$ cat src/fptc_pkg.sv
package fptc_pkg;

  // Geometry
  localparam int BANK_ENTRIES = 2048;
  localparam int LANES        = 4;
  localparam int SLOT_CNT     = 8;

  localparam int AW        = $clog2(BANK_ENTRIES);      // entry index within a bank
  localparam int IDX_W     = AW + 1;                    // write index, may run past the bank
  localparam int CNT_W     = IDX_W - 2;                 // per-slot entry count
  localparam int MEM_AW    = AW + 1;                    // bank bit plus entry index
  localparam int MEM_DEPTH = 2 ** MEM_AW;

  // Port field widths
  localparam int REQ_TYPE_W  = 2;
  localparam int SLOT_W      = 3;
  localparam int CHAR_W      = 8;
  localparam int RD_ADDR_W   = 11;
  localparam int DATA_W      = 8;
  localparam int FLAG_W      = 7;
  localparam int LOAD_POS_W  = 12;

  typedef enum logic [REQ_TYPE_W-1:0] {
    REQ_START  = 2'd0,
    REQ_CHAR   = 2'd1,
    REQ_FINISH = 2'd2,
    REQ_READ   = 2'd3
  } req_type_e;

  // Pattern text characters
  localparam logic [CHAR_W-1:0] CH_END   = 8'h24;  // '$'
  localparam logic [CHAR_W-1:0] CH_NOT   = 8'h21;  // '!'
  localparam logic [CHAR_W-1:0] CH_PLUS  = 8'h2B;  // '+'
  localparam logic [CHAR_W-1:0] CH_QUEST = 8'h3F;  // '?'
  localparam logic [CHAR_W-1:0] CH_R_LO  = 8'h72;
  localparam logic [CHAR_W-1:0] CH_R_UP  = 8'h52;
  localparam logic [CHAR_W-1:0] CH_X_LO  = 8'h78;
  localparam logic [CHAR_W-1:0] CH_X_UP  = 8'h58;

  // Flag codes
  localparam logic [FLAG_W-1:0] FLG_NONE     = 7'h00;
  localparam logic [FLAG_W-1:0] FLG_EMPTY    = 7'h01;  // what an unloaded entry reads as
  localparam logic [FLAG_W-1:0] FLG_END      = 7'h02;
  localparam logic [FLAG_W-1:0] FLG_NOT      = 7'h05;
  localparam logic [FLAG_W-1:0] FLG_WILD_ANY = 7'h11;
  localparam logic [FLAG_W-1:0] FLG_WILD_R   = 7'h09;
  localparam logic [FLAG_W-1:0] FLG_WILD_X   = 7'h01;
  localparam logic [FLAG_W-1:0] FLG_RPT_MASK = 7'h60;
  localparam logic [FLAG_W-1:0] FLG_RPT_ONE  = 7'h20;
  localparam logic [FLAG_W-1:0] FLG_RPT_TWO  = 7'h40;

  typedef struct packed {
    logic [REQ_TYPE_W-1:0] req_type;
    logic [SLOT_W-1:0]     slot;
    logic [CHAR_W-1:0]     char_byte;
    logic                  read_bank;
    logic [RD_ADDR_W-1:0]  read_address;
  } req_t;

  typedef struct packed {
    logic              data_we;
    logic [MEM_AW-1:0] data_addr;
    logic [DATA_W-1:0] data;
    logic              flag_we;
    logic [MEM_AW-1:0] flag_addr;
    logic [FLAG_W-1:0] flags;
  } mem_wr_t;

  typedef struct packed {
    logic              re;
    logic [MEM_AW-1:0] addr;
    logic              is_read;
    logic              hit;
  } mem_rd_t;

  typedef struct packed {
    logic [IDX_W-1:0] load_position;
    logic             stopped;
  } load_status_t;

  typedef struct packed {
    logic       ok;
    logic [3:0] val;
  } hex_t;

  function automatic hex_t hex_decode(input logic [CHAR_W-1:0] c);
    hex_t r;
    r = '0;
    if (c >= 8'h30 && c <= 8'h39) begin
      r.ok  = 1'b1;
      r.val = 4'(c - 8'h30);
    end else if (c >= 8'h61 && c <= 8'h66) begin
      r.ok  = 1'b1;
      r.val = 4'(c - 8'h57);
    end else if (c >= 8'h41 && c <= 8'h46) begin
      r.ok  = 1'b1;
      r.val = 4'(c - 8'h37);
    end
    return r;
  endfunction

endpackage

$ cat src/fptc_engine.sv
module fptc_engine import fptc_pkg::*; (
  input  logic         clk_i,
  input  logic         rst_ni,
  input  logic         fire_i,
  input  req_t         req_i,
  output mem_wr_t      wr_o,
  output mem_rd_t      rd_o,
  output load_status_t status_o
);

  logic [SLOT_W-1:0] active_q, active_d;
  logic [IDX_W-1:0]  wi_q, wi_d;
  logic              pend_v_q, pend_v_d;
  logic [3:0]        pend_q, pend_d;
  logic              skip_q, skip_d;
  logic              stopped_q, stopped_d;
  logic [FLAG_W-1:0] pf_q, pf_d;
  logic [CNT_W-1:0]  cnt_q [SLOT_CNT];
  logic [CNT_W-1:0]  cnt_d [SLOT_CNT];

  logic              has_prev;
  logic [IDX_W-1:0]  wi_adv;
  logic [IDX_W-1:0]  prev_idx;
  logic              bank;
  hex_t              hx;
  logic              adv;
  logic [DATA_W-1:0] adv_data;
  logic [FLAG_W-1:0] adv_flags;
  logic              modify;
  logic [FLAG_W-1:0] mod_flags;
  logic              stop_now;
  logic [AW-1:0]     rd_idx;
  logic [SLOT_W-1:0] rd_slot;

  assign has_prev = wi_q >= IDX_W'(LANES);
  assign wi_adv   = wi_q + IDX_W'(LANES);
  assign prev_idx = wi_q - IDX_W'(LANES);
  assign bank     = active_q[SLOT_W-1];
  assign hx       = hex_decode(req_i.char_byte);
  assign rd_idx   = AW'(req_i.read_address);
  assign rd_slot  = {req_i.read_bank, req_i.read_address[1:0]};

  always_comb begin
    active_d  = active_q;
    wi_d      = wi_q;
    pend_v_d  = pend_v_q;
    pend_d    = pend_q;
    skip_d    = skip_q;
    stopped_d = stopped_q;
    pf_d      = pf_q;
    cnt_d     = cnt_q;
    wr_o      = '0;
    rd_o      = '0;
    adv       = 1'b0;
    adv_data  = '0;
    adv_flags = FLG_NONE;
    modify    = 1'b0;
    mod_flags = pf_q;
    stop_now  = 1'b0;

    if (fire_i) begin
      unique case (req_type_e'(req_i.req_type))
        REQ_START: begin
          active_d            = req_i.slot;
          cnt_d[req_i.slot]   = '0;
          wi_d                = IDX_W'(req_i.slot[1:0]);
          pend_v_d            = 1'b0;
          skip_d              = 1'b0;
          stopped_d           = 1'b0;
          pf_d                = FLG_NONE;
        end
        REQ_CHAR: begin
          if (!stopped_q && wi_q < IDX_W'(BANK_ENTRIES)) begin
            if (skip_q) begin
              skip_d = 1'b0;
            end else begin
              case (req_i.char_byte) inside
                CH_END: begin
                  // no entry yet: the end mark becomes the first entry
                  if (!has_prev) begin
                    adv       = 1'b1;
                    adv_flags = FLG_END;
                  end else begin
                    modify    = 1'b1;
                    mod_flags = pf_q | FLG_END;
                  end
                  stop_now = 1'b1;
                end
                CH_NOT: begin
                  if (has_prev) begin
                    modify    = 1'b1;
                    mod_flags = pf_q | FLG_NOT;
                  end
                end
                CH_PLUS: begin
                  // repeat counter saturates at two
                  if (has_prev) begin
                    modify = 1'b1;
                    if ((pf_q & FLG_RPT_MASK) == FLG_RPT_ONE) begin
                      mod_flags = (pf_q | FLG_RPT_TWO) & ~FLG_RPT_ONE;
                    end else if ((pf_q & FLG_RPT_MASK) == FLG_NONE) begin
                      mod_flags = pf_q | FLG_RPT_ONE;
                    end
                  end
                end
                CH_QUEST: begin
                  adv       = 1'b1;
                  adv_flags = FLG_WILD_ANY;
                  skip_d    = 1'b1;
                end
                CH_R_LO, CH_R_UP: begin
                  adv       = 1'b1;
                  adv_flags = FLG_WILD_R;
                  skip_d    = 1'b1;
                end
                CH_X_LO, CH_X_UP: begin
                  adv       = 1'b1;
                  adv_flags = FLG_WILD_X;
                  skip_d    = 1'b1;
                end
                default: begin
                  if (hx.ok) begin
                    if (pend_v_q) begin
                      adv      = 1'b1;
                      adv_data = {pend_q, hx.val};
                      pend_v_d = 1'b0;
                    end else begin
                      pend_v_d = 1'b1;
                      pend_d   = hx.val;
                    end
                  end
                end
              endcase
            end
          end
        end
        REQ_FINISH: begin
          cnt_d[active_q] = wi_q[IDX_W-1:2];
        end
        REQ_READ: begin
          rd_o.re      = 1'b1;
          rd_o.is_read = 1'b1;
          rd_o.addr    = {req_i.read_bank, rd_idx};
          rd_o.hit     = (32'(req_i.read_address) < 32'(BANK_ENTRIES)) &&
                         (32'(req_i.read_address[RD_ADDR_W-1:2]) < 32'(cnt_q[rd_slot]));
        end
      endcase
    end

    // new entry at the write index
    if (adv) begin
      wr_o.data_we   = 1'b1;
      wr_o.data_addr = {bank, wi_q[AW-1:0]};
      wr_o.data      = adv_data;
      wr_o.flag_we   = 1'b1;
      wr_o.flag_addr = {bank, wi_q[AW-1:0]};
      wr_o.flags     = adv_flags;
      pf_d           = adv_flags;
      wi_d           = wi_adv;
      if (wi_adv >= IDX_W'(BANK_ENTRIES)) begin
        stopped_d = 1'b1;
      end
    end

    // flag rewrite of the previous entry; never in the same cycle as adv
    if (modify) begin
      wr_o.flag_we   = 1'b1;
      wr_o.flag_addr = {bank, prev_idx[AW-1:0]};
      wr_o.flags     = mod_flags;
      pf_d           = mod_flags;
    end

    if (stop_now) begin
      stopped_d = 1'b1;
    end
  end

  always_ff @(posedge clk_i or negedge rst_ni) begin
    if (!rst_ni) begin
      active_q  <= '0;
      wi_q      <= '0;
      pend_v_q  <= 1'b0;
      pend_q    <= '0;
      skip_q    <= 1'b0;
      stopped_q <= 1'b1;
      pf_q      <= FLG_NONE;
      for (int i = 0; i < SLOT_CNT; i++) begin
        cnt_q[i] <= '0;
      end
    end else begin
      active_q  <= active_d;
      wi_q      <= wi_d;
      pend_v_q  <= pend_v_d;
      pend_q    <= pend_d;
      skip_q    <= skip_d;
      stopped_q <= stopped_d;
      pf_q      <= pf_d;
      cnt_q     <= cnt_d;
    end
  end

  assign status_o.load_position = wi_q;
  assign status_o.stopped       = stopped_q;

  a_data_with_flags: assert property (@(posedge clk_i) disable iff (!rst_ni)
    wr_o.data_we |-> wr_o.flag_we && (wr_o.flag_addr == wr_o.data_addr))
    else $error("data write without matching flag write");

  a_open_in_range: assert property (@(posedge clk_i) disable iff (!rst_ni)
    !stopped_q |-> wi_q < IDX_W'(BANK_ENTRIES))
    else $error("open load past the bank end");

  a_skip_has_prev: assert property (@(posedge clk_i) disable iff (!rst_ni)
    skip_q |-> wi_q >= IDX_W'(LANES))
    else $error("skip pending with no wildcard entry behind it");

  a_start_lane: assert property (@(posedge clk_i) disable iff (!rst_ni)
    fire_i && (req_i.req_type == REQ_START) |=>
      !stopped_q && (wi_q[1:0] == $past(req_i.slot[1:0])) && !skip_q)
    else $error("start did not open the load on the slot lane");

endmodule

$ cat config.mk
export PLATFORM = sky130hd
export DESIGN_NAME = fptc_engine
export DESIGN_NICKNAME = d
export VERILOG_FILES = /design/src/fptc_pkg.sv /design/src/fptc_engine.sv
export SDC_FILE = /design/constraint.sdc
export NUM_CORES = 1
export LEC_CHECK = 0
export ABC_AREA = 0
export BUFFER_PORTS_ARGS = -buffer_cell sky130_fd_sc_hd__buf_2
export CAP_MARGIN = 40
export CELL_PAD_IN_SITES_DETAIL_PLACEMENT = 1
export CELL_PAD_IN_SITES_GLOBAL_PLACEMENT = 2
export CORE_MARGIN = 2
export CORE_UTILIZATION = 40
export CTS_CLUSTER_SIZE = 24
export DETAILED_ROUTE_END_ITERATION = 16
export GPL_TIMING_DRIVEN = 0
export PLACE_DENSITY_LB_ADDON = 0.1
export REMOVE_ABC_BUFFERS = 1
export SLEW_MARGIN = 5
export SYNTH_ARGS = -nofsm -noshare
export SYNTH_HDL_FRONTEND = slang
export SYNTH_SLANG_ARGS = --single-unit
$ cat constraint.sdc
create_clock -name clk_i -period 6.8 [get_ports clk_i]
set_input_delay 1.7 -clock clk_i [delete_from_list [all_inputs] [get_ports clk_i]]
set_output_delay 1.7 -clock clk_i [all_outputs]
set_load 0.01 [all_outputs]
==> summary.md <==
| Metric | Value |
|---|---|
| Status | `finished clean` |
| Pwr Total | `1.379 mW` |
| Crit path max fanout | `13` |
| Synth Area in Compound Gates | `20.24%` |
| Met1 GRT Util | `31.66%` |
| Remaining DRCs | `0` |
| Synth Area in Adders | `3.275%` |
| HP Start | `cnt_q[24]` |
| Largest cells by area after synthesis | `dfrtp_1, a22o_1, mux4_2` |
| Ant diodes | `0` |
| H-tree levels | `3` |
| Final ANT Viol Nets | `0` |
| DR WL/cell | `22.71 um` |
| CTS max path bufs | `2` |
| Final min period | `5.861 ns` |
| GPL Wtd Cong | `0.7872` |
| Simple-Gate Fraction of Synth Area | `16.21%` |
| Post-synth ARST share | `100.0%` |
| Hold buffers post-CTS | `0` |
| Clock Latency Late Sink | `0.36 ns` |
| # Post-CTS Setup Buffers | `0` |
| Crit path capture type | `output pin` |
| Hold Violations, Final | `0` |
| Pwr dens | `195.5 nW/um2` |
| Fin util | `46.75%` |
| Die Y | `127.6 um` |
| Num CTS Buffers | `9` |
| Fin cells | `832` |
| Placed wire-length estimate | `13.27 mm` |
| Fraction of layout cells with a size suffix above 1 | `27.02%` |
| Starting Density | `40.51%` |
| Placed Area | `6749 um2` |
| CP max stage delay | `0.72 ns` |
| Slowest CP cell | `or4_4` |
| M3 GR Usage | `5.360%` |
| WP buf/inv | `2` |
| Nets | `683` |
| Reg-to-reg endpoint | `wi_q[7]` |
| Via Count | `4,951` |
| Core area | `15,090 um2` |
| Slew HR | `39.58%` |
| Total clock sinks | `109` |
| Root Driver | `clkbuf_16` |
| Most used routing layer | `met2` |
| Max Freq | `170.6 MHz` |
| LEAKAGE | `3.473 nW` |
| #FFs+latches synth | `109` |
| Sum of negative setup slack | `0 ns` |
| Via density | `5.951` |
| CP Data Required Time | `5.10 ns` |
| Crit path DAT | `4.16 ns` |
| Ys flop type | `dfrtp_1` |
| Sequential-to-total area share from yosys stat | `44.64%` |
| First-pass GRT wire length | `30.73 mm` |
| Worst clock skew | `0.007628 ns` |
| Worst R2R Path Depth | `10` |
| Met2 Resource Use GR | `41.87%` |
| DR pass1 iterations | `6` |
| Crit path max-delay family | `simple AND/OR/NAND/NOR gates` |
| Hold WC Path Type | `flop to flop` |
| Grt total ovfl | `0` |
| Post-synth top area share | `44.21%` |
| Worst r2r src | `wi_q[3]` |
| Post-synth top area cell | `dfrtp_1` |
| Top cell by count, worst path | `buf_2` |
| Final setup fails | `0` |
| I/O Pins | `97` |
| RSZ-0062 raised after global routing | `false` |
| Flop2flop setup slack | `3.75 ns` |
| Worst hold endpoint | `cnt_q[24]` |
| Post-synth EDFFs | `0` |
| Largest family of logic cells by synthesized area | `compound AO/OA/AOI/OAI gates` |
| Max-Cap Viols | `0` |
| Tightest Pin Transition | `0.9014 ns` |
| Placed Instances | `816` |
| Die X | `127.6 um` |
| Pin count of the biggest net entering global routing | `89` |
| Fin area | `7054 um2` |
| Multiplexer share of the synthesized area | `10.13%` |
| Clk pin slew, worst setup/hold paths | `0.07 ns` |
| Peak VDD IR | `0.1374 mV` |
| FILL cells | `1,659` |
| Initial antenna violation count | `0` |
| Syn Inst Count | `566` |
| Worst Hold Path Cells | `1` |
| CP Launch Type | `input pin` |
| Final Slew Violations | `0` |
| Worst setup path class | `input pin to output pin` |
| Top-count cell post-synth | `dfrtp_1` |
| Port Buffers | `96` |
| Mean cell area of the mapped netlist | `10.80 um2` |
| Synthesized area | `6113 um2` |
| Synth warn | `0` |
| Post-synth top cells | `dfrtp_1, a22o_1, nand2_1` |
| Gr usage total | `24.59%` |
| Vias in the first global route | `5,328` |
| Cts repair resizes | `0` |
| Rows | `45` |
| Xor/xnor cell area share of the yosys netlist | `0.7163%` |
| Synth cell types | `72` |
| Die area | `16,290 um2` |
| Initial DRC count | `294` |
| Total Routed Length | `18.89 mm` |
| Final period util | `86.19%` |
| Area Growth Syn to Fin | `15.39%` |
| CP cell instances | `buf_2, nor4_2, nand3_1, or4_4, o311ai_2, o41ai_1, buf_2` |
| CTS tree | `done` |
==> worst reg2reg max path, stage by stage (launching register included) <==
cell and delay (ns):
dfrtp_1 0.62, inv_1 0.27, ha_1 0.27, nor3b_1 0.39
and2_1 0.26, nand3_2 0.12, nand2_2 0.11, nand2_4 0.10
inv_4 0.25, nor2_2 0.16, a221o_1 0.39
==> power by group <==
| part | total, mW | internal (mW) | leakage, nW | switching, mW |
|---|---|---|---|---|
| clock | 0.557 | 0.293 | 0.143 | 0.264 |
| combinational | 0.136 | 0.0506 | 1.83 | 0.0850 |
| sequential | 0.686 | 0.666 | 1.50 | 0.0203 |
==> layer usage <==
| layer | up-vias | share of wire [%] |
|---|---|---|
| met5 | - | 0 |
| met4 | 0 | 2.2 |
| met3 | 25 | 5.5 |
| met2 | 162 | 49 |
| met1 | 2525 | 43 |
| li1 | 2239 | - |
==> placed cells by master (no fill, tap or decap), drive strengths merged, types with 10 or more instances in the layout <==
master	instances
clkbuf	10
nor2	41
nor3	12
mux2i	18
nand3	11
dfrtp	108
a21oi	15
and2	28
ha	16
buf	110
and3	11
o21ai	18
nand2	41
a22o	81
mux4	19
inv	18
==> flip-flops by register name, indices dropped and copies added, names as in the netlist <==
register   flops
stopped_q      1
wi_q          12
active_q       3
pf_q           7
skip_q         1
pend_q         4
cnt_q         80
pend_v_q       1
==> worst max-delay path by stage <==
stage                    from  endpoint  depth (start not counted)
finish              req_i[24]  wr_o[16]                          7
global route         req_i[0]   rd_o[0]                          9
CTS                  req_i[0]   rd_o[0]                          9
detailed placement   req_i[0]   rd_o[0]                          9
global placement     req_i[0]   rd_o[0]                          9
floorplan           req_i[24]  wr_o[16]                          4
==> cells by family (layout without fill, tap and decap cells) <==
family,after synthesis,in the layout
adder cells (fa/ha/maj),16,16
multiplexers,38,38
flip-flops,109,109
AO/OA/AOI/OAI,156,156
AND/OR/NAND/NOR,179,179
XOR/XNOR,5,5
buffers and inverters,63,141
==> through the flow <==
step | hold slack (ns) | worst slack, ns
after detailed placement | 0.4817 | 0.8928
after floorplan | 0.4608 | 1.608
final | 0.4988 | 0.9392
after global routing | 0.5236 | 0.7786
after global placement | 0.4771 | 0.8957
after CTS | 0.5038 | 0.8975
==> layout make-up <==
| class | instances | area (um2) | area share (%) |
|---|---|---|---|
| Timing Repair Buffer | 110 | 623.1 | 8.833 |
| Inverter | 15 | 58.81 | 0.8336 |
| Sequential cell | 109 | 2729 | 38.68 |
| Multi-Input combinational cell | 394 | 3103 | 43.99 |
| Clock buffer | 10 | 229.0 | 3.246 |
| Tap cell | 188 | 235.2 | 3.335 |
| Clock inverter | 6 | 76.32 | 1.082 |
No activity file was read; power rests on OpenSTA's default activity.
